===== src/rtl/core/ptcg_pkg.sv =====
package ptcg_pkg;

    localparam int CoordW   = 32;
    localparam int TexW     = 17;
    localparam int FracW    = 16;
    localparam int TolW     = 16;
    localparam int DivSteps = FracW;

    localparam logic [TexW-1:0] TexZero = TexW'(0);
    localparam logic [TexW-1:0] TexHalf = TexW'(32768);
    localparam logic [TexW-1:0] TexOne  = TexW'(65536);
    localparam logic [TolW-1:0] TolReset = TolW'(7);

    typedef logic signed [CoordW-1:0] t_coord;

    typedef enum logic [1:0] {
        PLANE_XY = 2'd0,
        PLANE_YZ = 2'd1,
        PLANE_XZ = 2'd2
    } t_plane;

    typedef enum logic [2:0] {
        CFG_MIN_X = 3'd0,
        CFG_MAX_X = 3'd1,
        CFG_MIN_Y = 3'd2,
        CFG_MAX_Y = 3'd3,
        CFG_MIN_Z = 3'd4,
        CFG_MAX_Z = 3'd5,
        CFG_TOL   = 3'd6
    } t_cfg_idx;

    typedef struct packed {
        t_coord x;
        t_coord y;
        t_coord z;
    } t_vert;

    typedef struct packed {
        t_vert [2:0] vert;
        t_plane      plane;
    } t_tri;

    typedef struct packed {
        t_coord [2:0]    lo;
        t_coord [2:0]    hi;
        logic [TolW-1:0] tol;
    } t_cfg;

    typedef struct packed {
        logic              spec;
        logic [TexW-1:0]   spec_val;
        logic [CoordW-1:0] rem;
        logic [CoordW-1:0] den;
        logic [FracW-1:0]  quo;
    } t_lane;

    typedef struct packed {
        t_plane     plane;
        logic [1:0] slot;
        logic       last;
    } t_side;

endpackage


===== src/rtl/core/ptcg_back.sv =====
module ptcg_back (
    input  logic            i_clk,
    input  logic            i_rst_n,
    input  logic            i_en,
    input  logic            i_empty,
    input  ptcg_pkg::t_tri  i_head,
    input  ptcg_pkg::t_cfg  i_cfg,
    output logic            o_pop,
    output logic            o_valid,
    output ptcg_pkg::t_side o_side,
    output ptcg_pkg::t_lane o_lane_u,
    output ptcg_pkg::t_lane o_lane_v
);
    import ptcg_pkg::*;

    logic [1:0] r_slot;
    logic       issue;
    t_vert      vert;
    t_coord     u_val, u_lo, u_hi;
    t_coord     v_val, v_lo, v_hi;

    logic                   r_p1_valid;
    t_side                  r_p1_side;
    logic signed [CoordW:0] r_u_num, r_u_den, r_v_num, r_v_den;

    logic  r_p2_valid;
    t_side r_p2_side;
    t_lane r_lane_u, r_lane_v;

    function automatic logic signed [CoordW:0] sub33(t_coord a, t_coord b);
        return {a[CoordW-1], a} - {b[CoordW-1], b};
    endfunction

    // Sort out the saturated and degenerate cases; what remains is a
    // positive fraction num/den below one for the divider.
    function automatic t_lane prep(logic signed [CoordW:0] num, logic signed [CoordW:0] den);
        t_lane l;
        logic signed [CoordW:0] nneg;
        logic signed [CoordW:0] dneg;
        l = '0;
        nneg = -num;
        dneg = -den;
        if (den == '0) begin
            l.spec = 1'b1;
            l.spec_val = TexHalf;
        end else if (den[CoordW]) begin
            if (!num[CoordW]) begin
                l.spec = 1'b1;
                l.spec_val = TexZero;
            end else if (num <= den) begin
                l.spec = 1'b1;
                l.spec_val = TexOne;
            end else begin
                l.rem = nneg[CoordW-1:0];
                l.den = dneg[CoordW-1:0];
            end
        end else begin
            if (num[CoordW] || num == '0) begin
                l.spec = 1'b1;
                l.spec_val = TexZero;
            end else if (num >= den) begin
                l.spec = 1'b1;
                l.spec_val = TexOne;
            end else begin
                l.rem = num[CoordW-1:0];
                l.den = den[CoordW-1:0];
            end
        end
        return l;
    endfunction

    always_comb begin
        issue = !i_empty && i_en;
        o_pop = issue && (r_slot == 2'd2);
        vert  = i_head.vert[r_slot];
        case (i_head.plane)
            PLANE_YZ: begin
                u_val = vert.z;
                u_lo  = i_cfg.lo[2];
                u_hi  = i_cfg.hi[2];
            end
            default: begin
                u_val = vert.x;
                u_lo  = i_cfg.lo[0];
                u_hi  = i_cfg.hi[0];
            end
        endcase
        case (i_head.plane)
            PLANE_XZ: begin
                v_val = vert.z;
                v_lo  = i_cfg.lo[2];
                v_hi  = i_cfg.hi[2];
            end
            default: begin
                v_val = vert.y;
                v_lo  = i_cfg.lo[1];
                v_hi  = i_cfg.hi[1];
            end
        endcase
    end

    always_ff @(posedge i_clk) begin
        if (!i_rst_n) begin
            r_slot     <= 2'd0;
            r_p1_valid <= 1'b0;
            r_p2_valid <= 1'b0;
        end else if (i_en) begin
            r_p1_valid <= !i_empty;
            r_p2_valid <= r_p1_valid;
            if (issue) begin
                r_slot <= (r_slot == 2'd2) ? 2'd0 : r_slot + 2'd1;
            end
        end
    end

    always_ff @(posedge i_clk) begin
        if (i_en) begin
            r_p1_side.plane <= i_head.plane;
            r_p1_side.slot  <= r_slot;
            r_p1_side.last  <= (r_slot == 2'd2);
            r_u_num   <= sub33(u_val, u_lo);
            r_u_den   <= sub33(u_hi, u_lo);
            r_v_num   <= sub33(v_val, v_lo);
            r_v_den   <= sub33(v_hi, v_lo);
            r_p2_side <= r_p1_side;
            r_lane_u  <= prep(r_u_num, r_u_den);
            r_lane_v  <= prep(r_v_num, r_v_den);
        end
    end

    assign o_valid  = r_p2_valid;
    assign o_side   = r_p2_side;
    assign o_lane_u = r_lane_u;
    assign o_lane_v = r_lane_v;

endmodule


===== config.mk =====
export PLATFORM = sky130hd
export DESIGN_NAME = ptcg_back
export DESIGN_NICKNAME = d
export VERILOG_FILES = /design/src/rtl/core/ptcg_pkg.sv /design/src/rtl/core/ptcg_back.sv
export SDC_FILE = /design/constraint.sdc
export NUM_CORES = 1
export LEC_CHECK = 0
export BUFFER_PORTS_ARGS = -buffer_cell sky130_fd_sc_hd__buf_2
export CELL_PAD_IN_SITES_DETAIL_PLACEMENT = 0
export CELL_PAD_IN_SITES_GLOBAL_PLACEMENT = 1
export CORE_AREA = 3 3 272 274
export DETAILED_ROUTE_END_ITERATION = 12
export DIE_AREA = 0 0 275 277
export GPL_TIMING_DRIVEN = 0
export PLACE_DENSITY_LB_ADDON = 0.1
export SYNTH_ARGS = -nofsm -noshare
export SYNTH_HDL_FRONTEND = slang
export SYNTH_SLANG_ARGS = --single-unit

===== constraint.sdc =====
create_clock -name i_clk -period 7.3 [get_ports i_clk]
set_clock_uncertainty 0.15 [all_clocks]
set_input_delay 0 -clock i_clk [delete_from_list [all_inputs] [get_ports i_clk]]
set_output_delay 0 -clock i_clk [all_outputs]
set_load 0.005 [all_outputs]

==> flow_metrics.py, run 1 <==
metrics = {
    "outcome": {
        "outcome": "complete, no violations",
    },
    "hold_path": {
        "worstHoldStart": "i_head[226]",
        "whs_endpoint": "r_v_num[0]",
        "whs_path_depth": 6,
        "hold_class": "in2reg",
    },
    "setup_path": {
        "rr_startpoint": "r_slot[1]",
        "path_cells": "clkbuf_1, nor2b_1, clkbuf_1, clkbuf_1, buf_1, a21oi_1, a21oi_1, ha_1, nor2b_1, o21ai_0, a21boi_0, o21ai_0, o41a_1, o311ai_0, nand2_1, o31ai_1, xnor2_1",
        "cp_slowest_cell": "o311ai_0",
        "critPathKind": "reg2reg",
        "cp-end-kind": "register",
        "start_kind": "register",
        "cp_max_fo": 10,
        "crit_top_cell": "clkbuf_1",
        "r2r_setup_slack_ns": 0.81,
        "critPathRequiredTime_ns": 7.49,
        "r2r_end": "r_v_num[30]",
        "critPathArrivalTime_ns": 6.69,
        "slowest_delay_ns": 0.67,
        "reg2regPathDepth": 17,
    },
    "yosys": {
        "seq_area_frac_synth_pct": 34.3,
        "async_flop_share_pct": 0,
        "ys_ff_latch": 280,
        "syn_inst": 2722,
        "syn_area_mm2": 0.0244,
        "yosys_warnings": 0,
        "synth_edf_count": 276,
        "ys.flop_type": "edfxtp_1",
        "synth_cell_types": 80,
        "avgSynthCellArea_um2": 8.95,
    },
    "placement": {
        "dp.cells": 4361,
        "dp_worst_setup_slack_ns": 0.859,
        "hpwl_um": 105000,
        "port_buffers": 626,
        "gp_congestion": 0.994,
    },
    "sta": {
        "tns_ns": 0,
        "tightestPinTransition_ns": 1.47,
        "max-slew-margin-rel_pct": 2.15,
        "finalHoldViolations": 0,
        "fmax_mhz": 154,
        "setup_ws_ns": 0.805,
        "finalCritPeriodShare_pct": 89.0,
        "slew_violations": 0,
        "grt_setup_unrepaired": "false",
        "fin_crit_ns": 6.49,
        "final-setup-viol-count": 0,
    },
    "floorplanning": {
        "dieArea_mm2": 0.0762,
        "die_h_um": 277,
        "placementRows": 98,
        "io_pins": 705,
        "die_x_um": 275,
        "coreArea_mm2": 0.0716,
        "floorplan.initialDensity_pct": 34.0,
    },
    "power": {
        "peakVddDrop_mv": 0.180,
        "p_leak_nw": 13.8,
        "intPower_mw": 4.31,
        "combinationalPowerShare_pct": 42.1,
        "pwr-share-seq_pct": 36.0,
        "clockPowerShare_pct": 21.9,
        "total_power_mw": 7.20,
        "switchingPower_mw": 2.89,
        "swShare_pct": 40.2,
        "cellPowerDensity_mw_per_mm2": 234,
    },
    "cts": {
        "insertion_delay_ns": 0.62,
        "cts-resized-gates": 0,
        "cts.reportedPaths.clkPinSlew_ns": 0.07,
        "cts_max_path_buffers": 3,
        "cts_tree": "built",
        "cts_num_sinks": 280,
        "cts_buffers": 31,
        "postCtsHoldBufs": 85,
        "post-cts-setup-buffer-count": 0,
        "ctsRootBufferMaster": "clkbuf_16",
        "h-tree-depth": 1,
    },
    "cells_and_area": {
        "fin_cells": 4505,
        "nets": 4233,
        "area_growth_pct": 26.5,
        "fillers": 7338,
        "fin_util_pct": 43.0,
        "layout-drive-gt1-share_pct": 23.2,
        "final_common_cell": "buf_2",
        "final_cell_mix": "buf_2, a21oi_1, edfxtp_1, nor2_1, nand2_1",
    },
    "drt": {
        "drt-total-wl_um": 123000,
        "drt-initial-drc-count": 2458,
        "wl_per_cell_um": 27.3,
        "dr_total_vias": 25200,
        "antenna_left": 0,
        "wl_met1_um": 55200,
        "routed-wl-met2_um": 56200,
        "drt-vias-per-instance": 5.60,
        "drc": 0,
        "dr_wl_met3_um": 9090,
        "top_layer": "met5",
        "first_pass_iters": 5,
    },
    "grt": {
        "grt_util_all_layers_pct": 30.9,
        "grt_pass1_vias": 24100,
        "grt-ovfl-total": 0,
        "antenna_found_initial": 16,
        "grt_first_pass_wirelength_um": 172000,
        "grt_max_degree": 114,
    },
    "flow_run": {
        "drv_cap": 0,
    },
}
-- state kept, by name (all words and copies together), names as in the netlist --
register    count
r_v_den        33
r_u_den        33
o_valid         1
o_lane_u       67
o_side          5
r_slot          2
r_p1_side       5
r_u_num        33
o_lane_v       67
r_p1_valid      1
r_v_num        33
-- worst max path at each step --
stage	endpoint	slack, ns	depth (start not counted)	startpoint
detailed placement	r_v_num[30]	0.86	18	r_slot[1]
floorplan	r_v_num[30]	2.59	18	r_slot[1]
global placement	o_pop	0.63	4	i_en
finish	r_v_num[30]	0.81	17	r_slot[1]
CTS	r_v_num[30]	0.84	18	r_slot[1]
global route	r_v_num[32]	0.34	18	r_slot[1]
-- metal layers --
layer	vias up	global-route usage, %
met2	1217	50.4
met5	-	0
met3	121	4.50
met1	12200	43.6
met4	8	5.99
li1	11600	-
-- power groups by stage --
stage / logic (mW) / clock network (mW) / registers (mW)
floorplan: 1.76 / 0 / 2.47
global placement: 2.88 / 0 / 2.62
detailed placement: 2.92 / 0 / 2.61
CTS: 2.99 / 1.61 / 2.58
global route: 3.31 / 1.68 / 2.62
finish: 3.03 / 1.58 / 2.59
-- cells in the mapped netlist (all sizes together) (5+ instances only) --
master / n / area share [%]
nand3: 53 / 1.1
a31o: 7 / 0.25
o31a: 6 / 0.22
nor4: 18 / 0.52
a21oi: 289 / 5.9
a22oi: 5 / 0.15
o21bai: 16 / 0.49
o31ai: 19 / 0.59
mux2: 33 / 1.5
or2: 18 / 0.46
or3: 47 / 1.2
nor2: 238 / 3.7
clkbuf: 91 / 1.4
nand2: 230 / 3.5
or4: 13 / 0.48
ha: 198 / 10
nand2b: 23 / 0.59
a21o: 108 / 3.3
a22o: 12 / 0.43
nor2b: 20 / 0.51
buf: 82 / 2.3
o21ai: 142 / 2.9
o221a: 6 / 0.28
o211a: 7 / 0.29
a31oi: 33 / 0.85
o211ai: 16 / 0.49
a211oi: 12 / 0.37
xnor2: 81 / 2.9
edfxtp: 276 / 34
nor3: 71 / 1.5
xor2: 31 / 1.1
a211o: 9 / 0.32
a21boi: 14 / 0.43
nor3b: 10 / 0.31
o21a: 39 / 1.2
o22ai: 10 / 0.26
and3: 29 / 0.74
mux2i: 164 / 6.7
inv: 120 / 1.8
nand4: 37 / 0.95
and2: 15 / 0.39
-- kinds of logic after synthesis --
logic type,after synthesis,synth area share [%]
compound gates,801,20.8
other cells,1,0.0154
simple gates,836,16.5
mux,197,8.26
buf+inv,293,5.52
flops,280,34.3
fa+ha+maj,202,10.5
xor+xnor,112,4.03
-- final cells by class --
| type | instances | area (µm²) | share of cell area (%) |
|---|---|---|---|
| buffer | 173 | 895 | 2.90 |
| timing repair buffer | 713 | 4050 | 13.1 |
| clock inverter | 22 | 195 | 0.633 |
| sequential | 280 | 8370 | 27.2 |
| multi-input combinational | 2210 | 14900 | 48.3 |
| clock buffer | 36 | 795 | 2.58 |
| antenna | 1 | 2.50 | 0.00812 |
| inverter | 120 | 450 | 1.46 |
| tap | 950 | 1190 | 3.86 |
-- metrics by stage --
| step | cell area (µm²) | hold WS, ns |
|---|---|---|
| global placement | 28900 | 0.0683 |
| floorplan | 24600 | -0.0511 |
| CTS | 30800 | 0.00328 |
| detailed placement | 29000 | 0.0718 |
| finish | 30800 | 0.0306 |
| global route | 30800 | 0.0266 |
-- critical path: cells and delay by family, from the launching register on --
family	cells	cell delay, ns
adders and majority gates	1	0.24
and+or+nand+nor	3	0.56
buffers and inverters	4	1.80
xor gates and xnor gates	1	0.11
DFF	1	0.37
AOI/OAI and AO/OA	8	2.96
(Power assumes the default switching activity.)
==> run 2: changes to the inputs <==
==> constraint.sdc (replaced) <==
create_clock -name i_clk -period 5.5 [get_ports i_clk]
set_clock_uncertainty 0.15 [all_clocks]
set_input_delay 0 -clock i_clk [delete_from_list [all_inputs] [get_ports i_clk]]
set_output_delay 0 -clock i_clk [all_outputs]
set_load 0.005 [all_outputs]
==> run 2 against run 1 <==
Via count is 0.59% lower. Global-route usage about the same. Combinational power grew 33%. Hold slack better by 0.0072 ns. Sequential power up 33%. Largest cell class unchanged. Die area did not move. Clock power increased by 32%. Register-to-register slack worse by 0.53 ns. First-iteration DRC count down 3.5%. Power is 33% higher.
==> flow_metrics.py, run 2 (same netlist as run 1, synthesis figures left out) <==
metrics = {
    "floorplanning": {
        "dieArea_mm2": 0.0762,
        "floorplan.initialDensity_pct": 34.0,
        "die_h_um": 277,
        "io_pins": 705,
        "die_x_um": 275,
        "coreArea_mm2": 0.0716,
        "placementRows": 98,
    },
    "hold_path": {
        "hold_class": "in2reg",
        "worstHoldStart": "i_cfg[52]",
    },
    "setup_path": {
        "reg2regPathDepth": 16,
        "critPathArrivalTime_ns": 5.55,
        "start_kind": "primary input",
        "rr_startpoint": "r_slot[0]",
        "crit_end": "r_v_den[29]",
        "critPathRequiredTime_ns": 5.70,
        "r2r_end": "r_u_num[29]",
        "critPathKind": "in2reg",
        "cp_max_fo": 10,
        "r2r_setup_slack_ns": 0.28,
        "crit_start": "i_head[1]",
        "cp-end-kind": "register",
    },
    "cells_and_area": {
        "fillers": 7329,
        "nets": 4233,
        "final_common_cell": "buf_2",
        "fin_cells": 4506,
        "area_growth_pct": 26.7,
        "fin_util_pct": 43.1,
        "final_area_mm2": 0.0309,
        "final_cell_mix": "buf_2, a21oi_1, edfxtp_1, nor2_1, nand2_1",
        "layout-drive-gt1-share_pct": 23.6,
    },
    "drt": {
        "wl_per_cell_um": 27.3,
        "dr_total_vias": 25100,
        "drc": 0,
        "drt-initial-drc-count": 2373,
        "drt-total-wl_um": 123000,
        "first_pass_iters": 6,
        "antenna_left": 0,
        "drt-vias-per-instance": 5.57,
    },
    "grt": {
        "grt_first_pass_wirelength_um": 172000,
        "antenna_found_initial": 17,
        "grt-ovfl-total": 0,
        "grt_pass1_vias": 24100,
        "grt_max_degree": 114,
        "grt_util_all_layers_pct": 30.9,
    },
    "sta": {
        "slew_violations": 0,
        "final-setup-viol-count": 0,
        "finalHoldViolations": 0,
        "setup_ws_ns": 0.148,
        "max-slew-margin-rel_pct": 6.95,
        "tightestPinTransition_ns": 1.40,
        "fmax_mhz": 187,
        "finalCritPeriodShare_pct": 97.3,
        "fin_crit_ns": 5.35,
        "grt_setup_unrepaired": "false",
    },
    "cts": {
        "insertion_delay_ns": 0.62,
        "cts_tree": "built",
        "ctsRootBufferMaster": "clkbuf_16",
        "cts_max_path_buffers": 3,
        "cts.reportedPaths.clkPinSlew_ns": 0.07,
        "cts_num_sinks": 280,
        "cts_buffers": 31,
        "h-tree-depth": 1,
    },
    "placement": {
        "placed_area_mm2": 0.0290,
        "dp.cells": 4361,
        "port_buffers": 626,
        "gp_congestion": 0.994,
        "hpwl_um": 105000,
        "dp_worst_setup_slack_ns": -0.941,
    },
    "power": {
        "cellPowerDensity_mw_per_mm2": 310,
        "peakVddDrop_mv": 0.242,
        "p_leak_nw": 13.9,
    },
    "outcome": {
        "outcome": "complete, no violations",
    },
    "flow_run": {
        "drv_cap": 0,
    },
}
## run 2: cell count changes in the layout (fill, tap and decap cells not counted), moves of 2 or more
cell,before,now
clkbuf_1,96,85
clkbuf_2,0,10
buf_1,14,10
o21ai_0,142,139
o21ai_1,0,3
clkdlybuf4s15_2,0,2
## run 2: repair_timing
item	in CTS	in global routing
hold endpoints to repair	128	0
cloned	0	0
buffers inserted	0	0
hold buffers	86	0
endpoints found under the setup margin	18	17
gates resized for setup	15	18
## run 2: how the worst min path moves through the flow
| stage | cells past startpoint | to |
|---|---|---|
| 2_1_floorplan | 0 | r_p1_side[3] |
| 5_1_grt | 5 | r_v_den[4] |
| 3_5_place_dp | 1 | r_p1_side[4] |
| 3_3_place_gp | 1 | r_p1_side[4] |
| 4_1_cts | 4 | r_u_den[7] |
| 6_report | 5 | r_v_den[4] |
## run 2: critical path, cell delays in order
cell      delay, ns
buf_2          0.11
nor2b_1        0.13
clkbuf_1       0.77
clkbuf_1       0.78
mux2i_1        0.62
ha_1           0.39
a21oi_1        0.20
o21ai_0        0.13
or3_1          0.34
o211ai_1       0.30
o21ai_0        0.42
a2111o_1       0.61
a311o_1        0.42
a31oi_1        0.22
xnor2_1        0.09
## run 2: area by class of cell
class | instances | area, µm² | share of cell area [%]
multi-input combinational | 2210 | 14900 | 48.2
antenna | 2 | 5.00 | 0.0162
timing repair buffer | 714 | 4060 | 13.1
inverter | 120 | 450 | 1.46
buffer | 172 | 923 | 2.99
clock inverter | 22 | 195 | 0.632
tap | 950 | 1190 | 3.85
clock buffer | 36 | 795 | 2.57
sequential | 280 | 8370 | 27.1
## run 2: report_power, final
group | leakage [nW] | internal (mW) | total (mW) | switching, mW
registers | 2.79 | 2.97 | 3.44 | 0.473
logic | 10.6 | 1.62 | 4.04 | 2.42
clock network | 0.474 | 1.14 | 2.09 | 0.952
total | 13.9 | 5.73 | 9.57 | 3.84
## run 2: through the flow
| step | power, mW | hold WS [ns] | setup TNS [ns] |
|---|---|---|---|
| after detailed placement | 7.33 | 0.0718 | -11.67 |
| after global routing | 10.1 | 0.0266 | 0 |
| after floorplan | 5.62 | -0.0511 | 0 |
| final | 9.57 | 0.0378 | 0 |
| after CTS | 9.55 | 0.00328 | 0 |
| after global placement | 7.30 | 0.0683 | -11.66 |
## run 2: per-layer routing
metal	up-vias	part of all wire (%)	global-route usage (%)
met5	-	0.050	0
met4	10	2.0	5.55
met3	133	7.5	4.53
met2	1191	46	50.7
met1	12100	45	43.6
li1	11600	-	-
==> run 3: changes to the inputs <==
==> constraint.sdc (replaced) <==
create_clock -name i_clk -period 5.5 [get_ports i_clk]
set_clock_uncertainty 0.15 [all_clocks]
set_input_delay 1.1 -clock i_clk [delete_from_list [all_inputs] [get_ports i_clk]]
set_output_delay 1.1 -clock i_clk [all_outputs]
set_load 0.005 [all_outputs]
==> run 3 against run 2 <==
Hold slack better by 0.24 ns. Power decreased by 0.83%. Sequential power is essentially flat. Sequential share of layout area is 0.69 points higher. Register-to-register slack got worse by 0.04 ns. Non-clock buffer count decreased by 87. Maximum frequency down 1.9%. Final area decreased by 2.5%. Global-route usage down 0.11 points. Critical path depth increased by 1. Critical endpoint is now r_v_den[30]. Clock-buffer cell count stayed put. First-iteration DRC count rose by 7.9%.
==> flow_metrics.py, run 3 (same netlist as run 1, synthesis figures left out) <==
metrics = {
    "outcome": {
        "outcome": "complete, no violations",
    },
    "sta": {
        "slew_violations": 0,
        "fmax_mhz": 183,
        "final-setup-viol-count": 0,
        "finalCritPeriodShare_pct": 99.2,
        "max-slew-margin-rel_pct": 21.7,
        "tightestPinTransition_ns": 1.17,
        "fin_crit_ns": 5.46,
        "grt_setup_unrepaired": "false",
        "finalHoldViolations": 0,
    },
    "setup_path": {
        "critPathRequiredTime_ns": 5.69,
        "r2r_end": "r_u_num[29]",
        "critPathKind": "in2reg",
        "cp_max_fo": 10,
        "r2r_setup_slack_ns": 0.24,
        "cp-end-kind": "register",
        "start_kind": "primary input",
        "critPathArrivalTime_ns": 5.65,
        "reg2regPathDepth": 16,
        "rr_startpoint": "r_slot[0]",
    },
    "cts": {
        "cts_buffers": 31,
        "cts_num_sinks": 280,
        "cts_max_path_buffers": 3,
        "postCtsHoldBufs": 0,
        "post-cts-setup-buffer-count": 0,
        "h-tree-depth": 1,
        "cts_tree": "built",
        "cts.reportedPaths.clkPinSlew_ns": 0.06,
        "insertion_delay_ns": 0.62,
        "ctsRootBufferMaster": "clkbuf_16",
    },
    "power": {
        "switchingPower_mw": 3.83,
        "combinationalPowerShare_pct": 41.8,
        "swShare_pct": 40.4,
        "total_power_mw": 9.49,
        "clockPowerShare_pct": 22.0,
        "intPower_mw": 5.66,
        "peakVddDrop_mv": 0.245,
        "p_leak_nw": 13.5,
        "cellPowerDensity_mw_per_mm2": 315,
        "pwr-share-seq_pct": 36.2,
    },
    "grt": {
        "grt-ovfl-total": 0,
        "grt_max_degree": 114,
        "grt_busiest_layer": "met2",
        "grt_first_pass_wirelength_um": 171000,
        "grtUsageMet1_pct": 43.7,
        "grt_util_all_layers_pct": 30.8,
        "antenna_found_initial": 16,
        "grt_use_met2_pct": 50.5,
        "grt_pass1_vias": 23800,
        "use_met3_pct": 4.33,
    },
    "hold_path": {
        "worstHoldStart": "r_p1_side[0]",
        "whs_path_depth": 0,
        "whs_endpoint": "o_side[0]",
        "hold_class": "reg2reg",
    },
    "drt": {
        "drt-total-wl_um": 122000,
        "wl_per_cell_um": 27.7,
        "drt-vias-per-instance": 5.61,
        "first_pass_iters": 5,
        "drt-initial-drc-count": 2560,
        "dr_total_vias": 24800,
        "drc": 0,
        "antenna_left": 0,
    },
    "floorplanning": {
        "floorplan.initialDensity_pct": 34.0,
        "die_x_um": 275,
        "die_h_um": 277,
        "coreArea_mm2": 0.0716,
        "placementRows": 98,
        "dieArea_mm2": 0.0762,
        "io_pins": 705,
    },
    "placement": {
        "hpwl_um": 105000,
        "port_buffers": 626,
        "placed_area_mm2": 0.0290,
        "gp_congestion": 0.994,
    },
    "cells_and_area": {
        "nets": 4146,
        "fillers": 7381,
        "layout-drive-gt1-share_pct": 24.8,
        "area_growth_pct": 23.6,
        "final_cell_mix": "buf_2, a21oi_1, edfxtp_1, nor2_1, nand2_1",
        "final_area_mm2": 0.0301,
        "final_common_cell": "buf_2",
    },
    "flow_run": {
        "drv_cap": 0,
    },
}
==> run 3: cell types whose count changed in the layout (fill, tap and decap cells not counted), moves of 2 or more <==
cell           before  now
mux2i_2             0    7
a211oi_1           12   10
a211oi_2            0    2
buf_1              10    8
mux2i_1           164  155
mux2i_4             0    2
dlygate4sd3_1      86    0
clkbuf_1           85   78
clkbuf_4            1    6
==> run 3: through the flow <==
| step | cells | worst slack (ns) | hold WS [ns] | utilization [%] | setup TNS (ns) |
|---|---|---|---|---|---|
| 6_report | 4419 | 0.0446 | 0.275 | 42.0 | 0 |
| 5_1_grt | 4419 | 0.00978 | 0.278 | 42.0 | 0 |
| 4_1_cts | 4417 | 0.000285 | 0.276 | 42.0 | 0 |
| 3_5_place_dp | 4361 | -1.86 | 0.260 | 40.5 | -76.38 |
| 3_3_place_gp | 4359 | -3.37 | 0.254 | 40.4 | -245.42 |
| 2_1_floorplan | 2783 | 0.424 | 0.250 | - | 0 |
==> run 3: worst max-delay path: stages <==
cell,delay [ns]
buf_2,0.11
nand2b_2,0.43
clkbuf_4,0.39
mux2i_1,0.39
ha_1,0.25
inv_1,0.07
fa_1,0.44
a21o_1,0.19
a21oi_1,0.28
o21ai_0,0.22
a211oi_2,0.38
nor3_1,0.24
or3_1,0.48
a21oi_1,0.36
o31ai_1,0.13
xor2_1,0.15
==> run 3: how the worst max path moves through the flow <==
stage | depth (start not counted) | startpoint | endpoint | slack [ns]
after floorplan | 16 | i_head[1] | r_v_num[30] | 0.42
after global placement | 4 | i_en | o_pop | -3.37
after detailed placement | 15 | i_head[1] | r_v_den[29] | -1.86
after CTS | 17 | i_head[1] | r_u_den[30] | 0.0003
after global routing | 16 | i_head[0] | r_v_num[32] | 0.01
final | 16 | i_head[0] | r_v_den[30] | 0.04
==> run 3: layout make-up <==
| cell class | count | area, µm² | area share (%) |
|---|---|---|---|
| multi-input cells | 2210 | 15000 | 49.7 |
| flip-flops and latches | 280 | 8370 | 27.8 |
| repair buffers | 628 | 3200 | 10.6 |
| well taps | 950 | 1190 | 3.95 |
| plain buffers | 171 | 945 | 3.14 |
| clock buffers | 36 | 795 | 2.64 |
| inverters | 120 | 450 | 1.50 |
| clock inverters | 22 | 195 | 0.648 |
| diodes | 2 | 5.00 | 0.0166 |
==> run 3: per-layer routing <==
layer,vias up,share of wire [%]
li1,11500,-
met1,12100,45
met2,1115,46
met3,114,7.2
met4,6,1.8
met5,-,0.033
==> run 3: power groups by stage <==
| stage | clock network [mW] | registers (mW) | logic, mW |
|---|---|---|---|
| after floorplan | 0 | 3.28 | 2.34 |
| after global placement | 0 | 3.47 | 3.82 |
| after detailed placement | 0 | 3.46 | 3.87 |
| after CTS | 2.14 | 3.43 | 3.90 |
| after global routing | 2.23 | 3.48 | 4.32 |
| final | 2.09 | 3.44 | 3.96 |
==> run 3: what timing repair did <==
| action | CTS | global route |
|---|---|---|
| setup endpoints to repair | 57 | 26 |
| cloned | 0 | 0 |
| resized for setup | 36 | 25 |
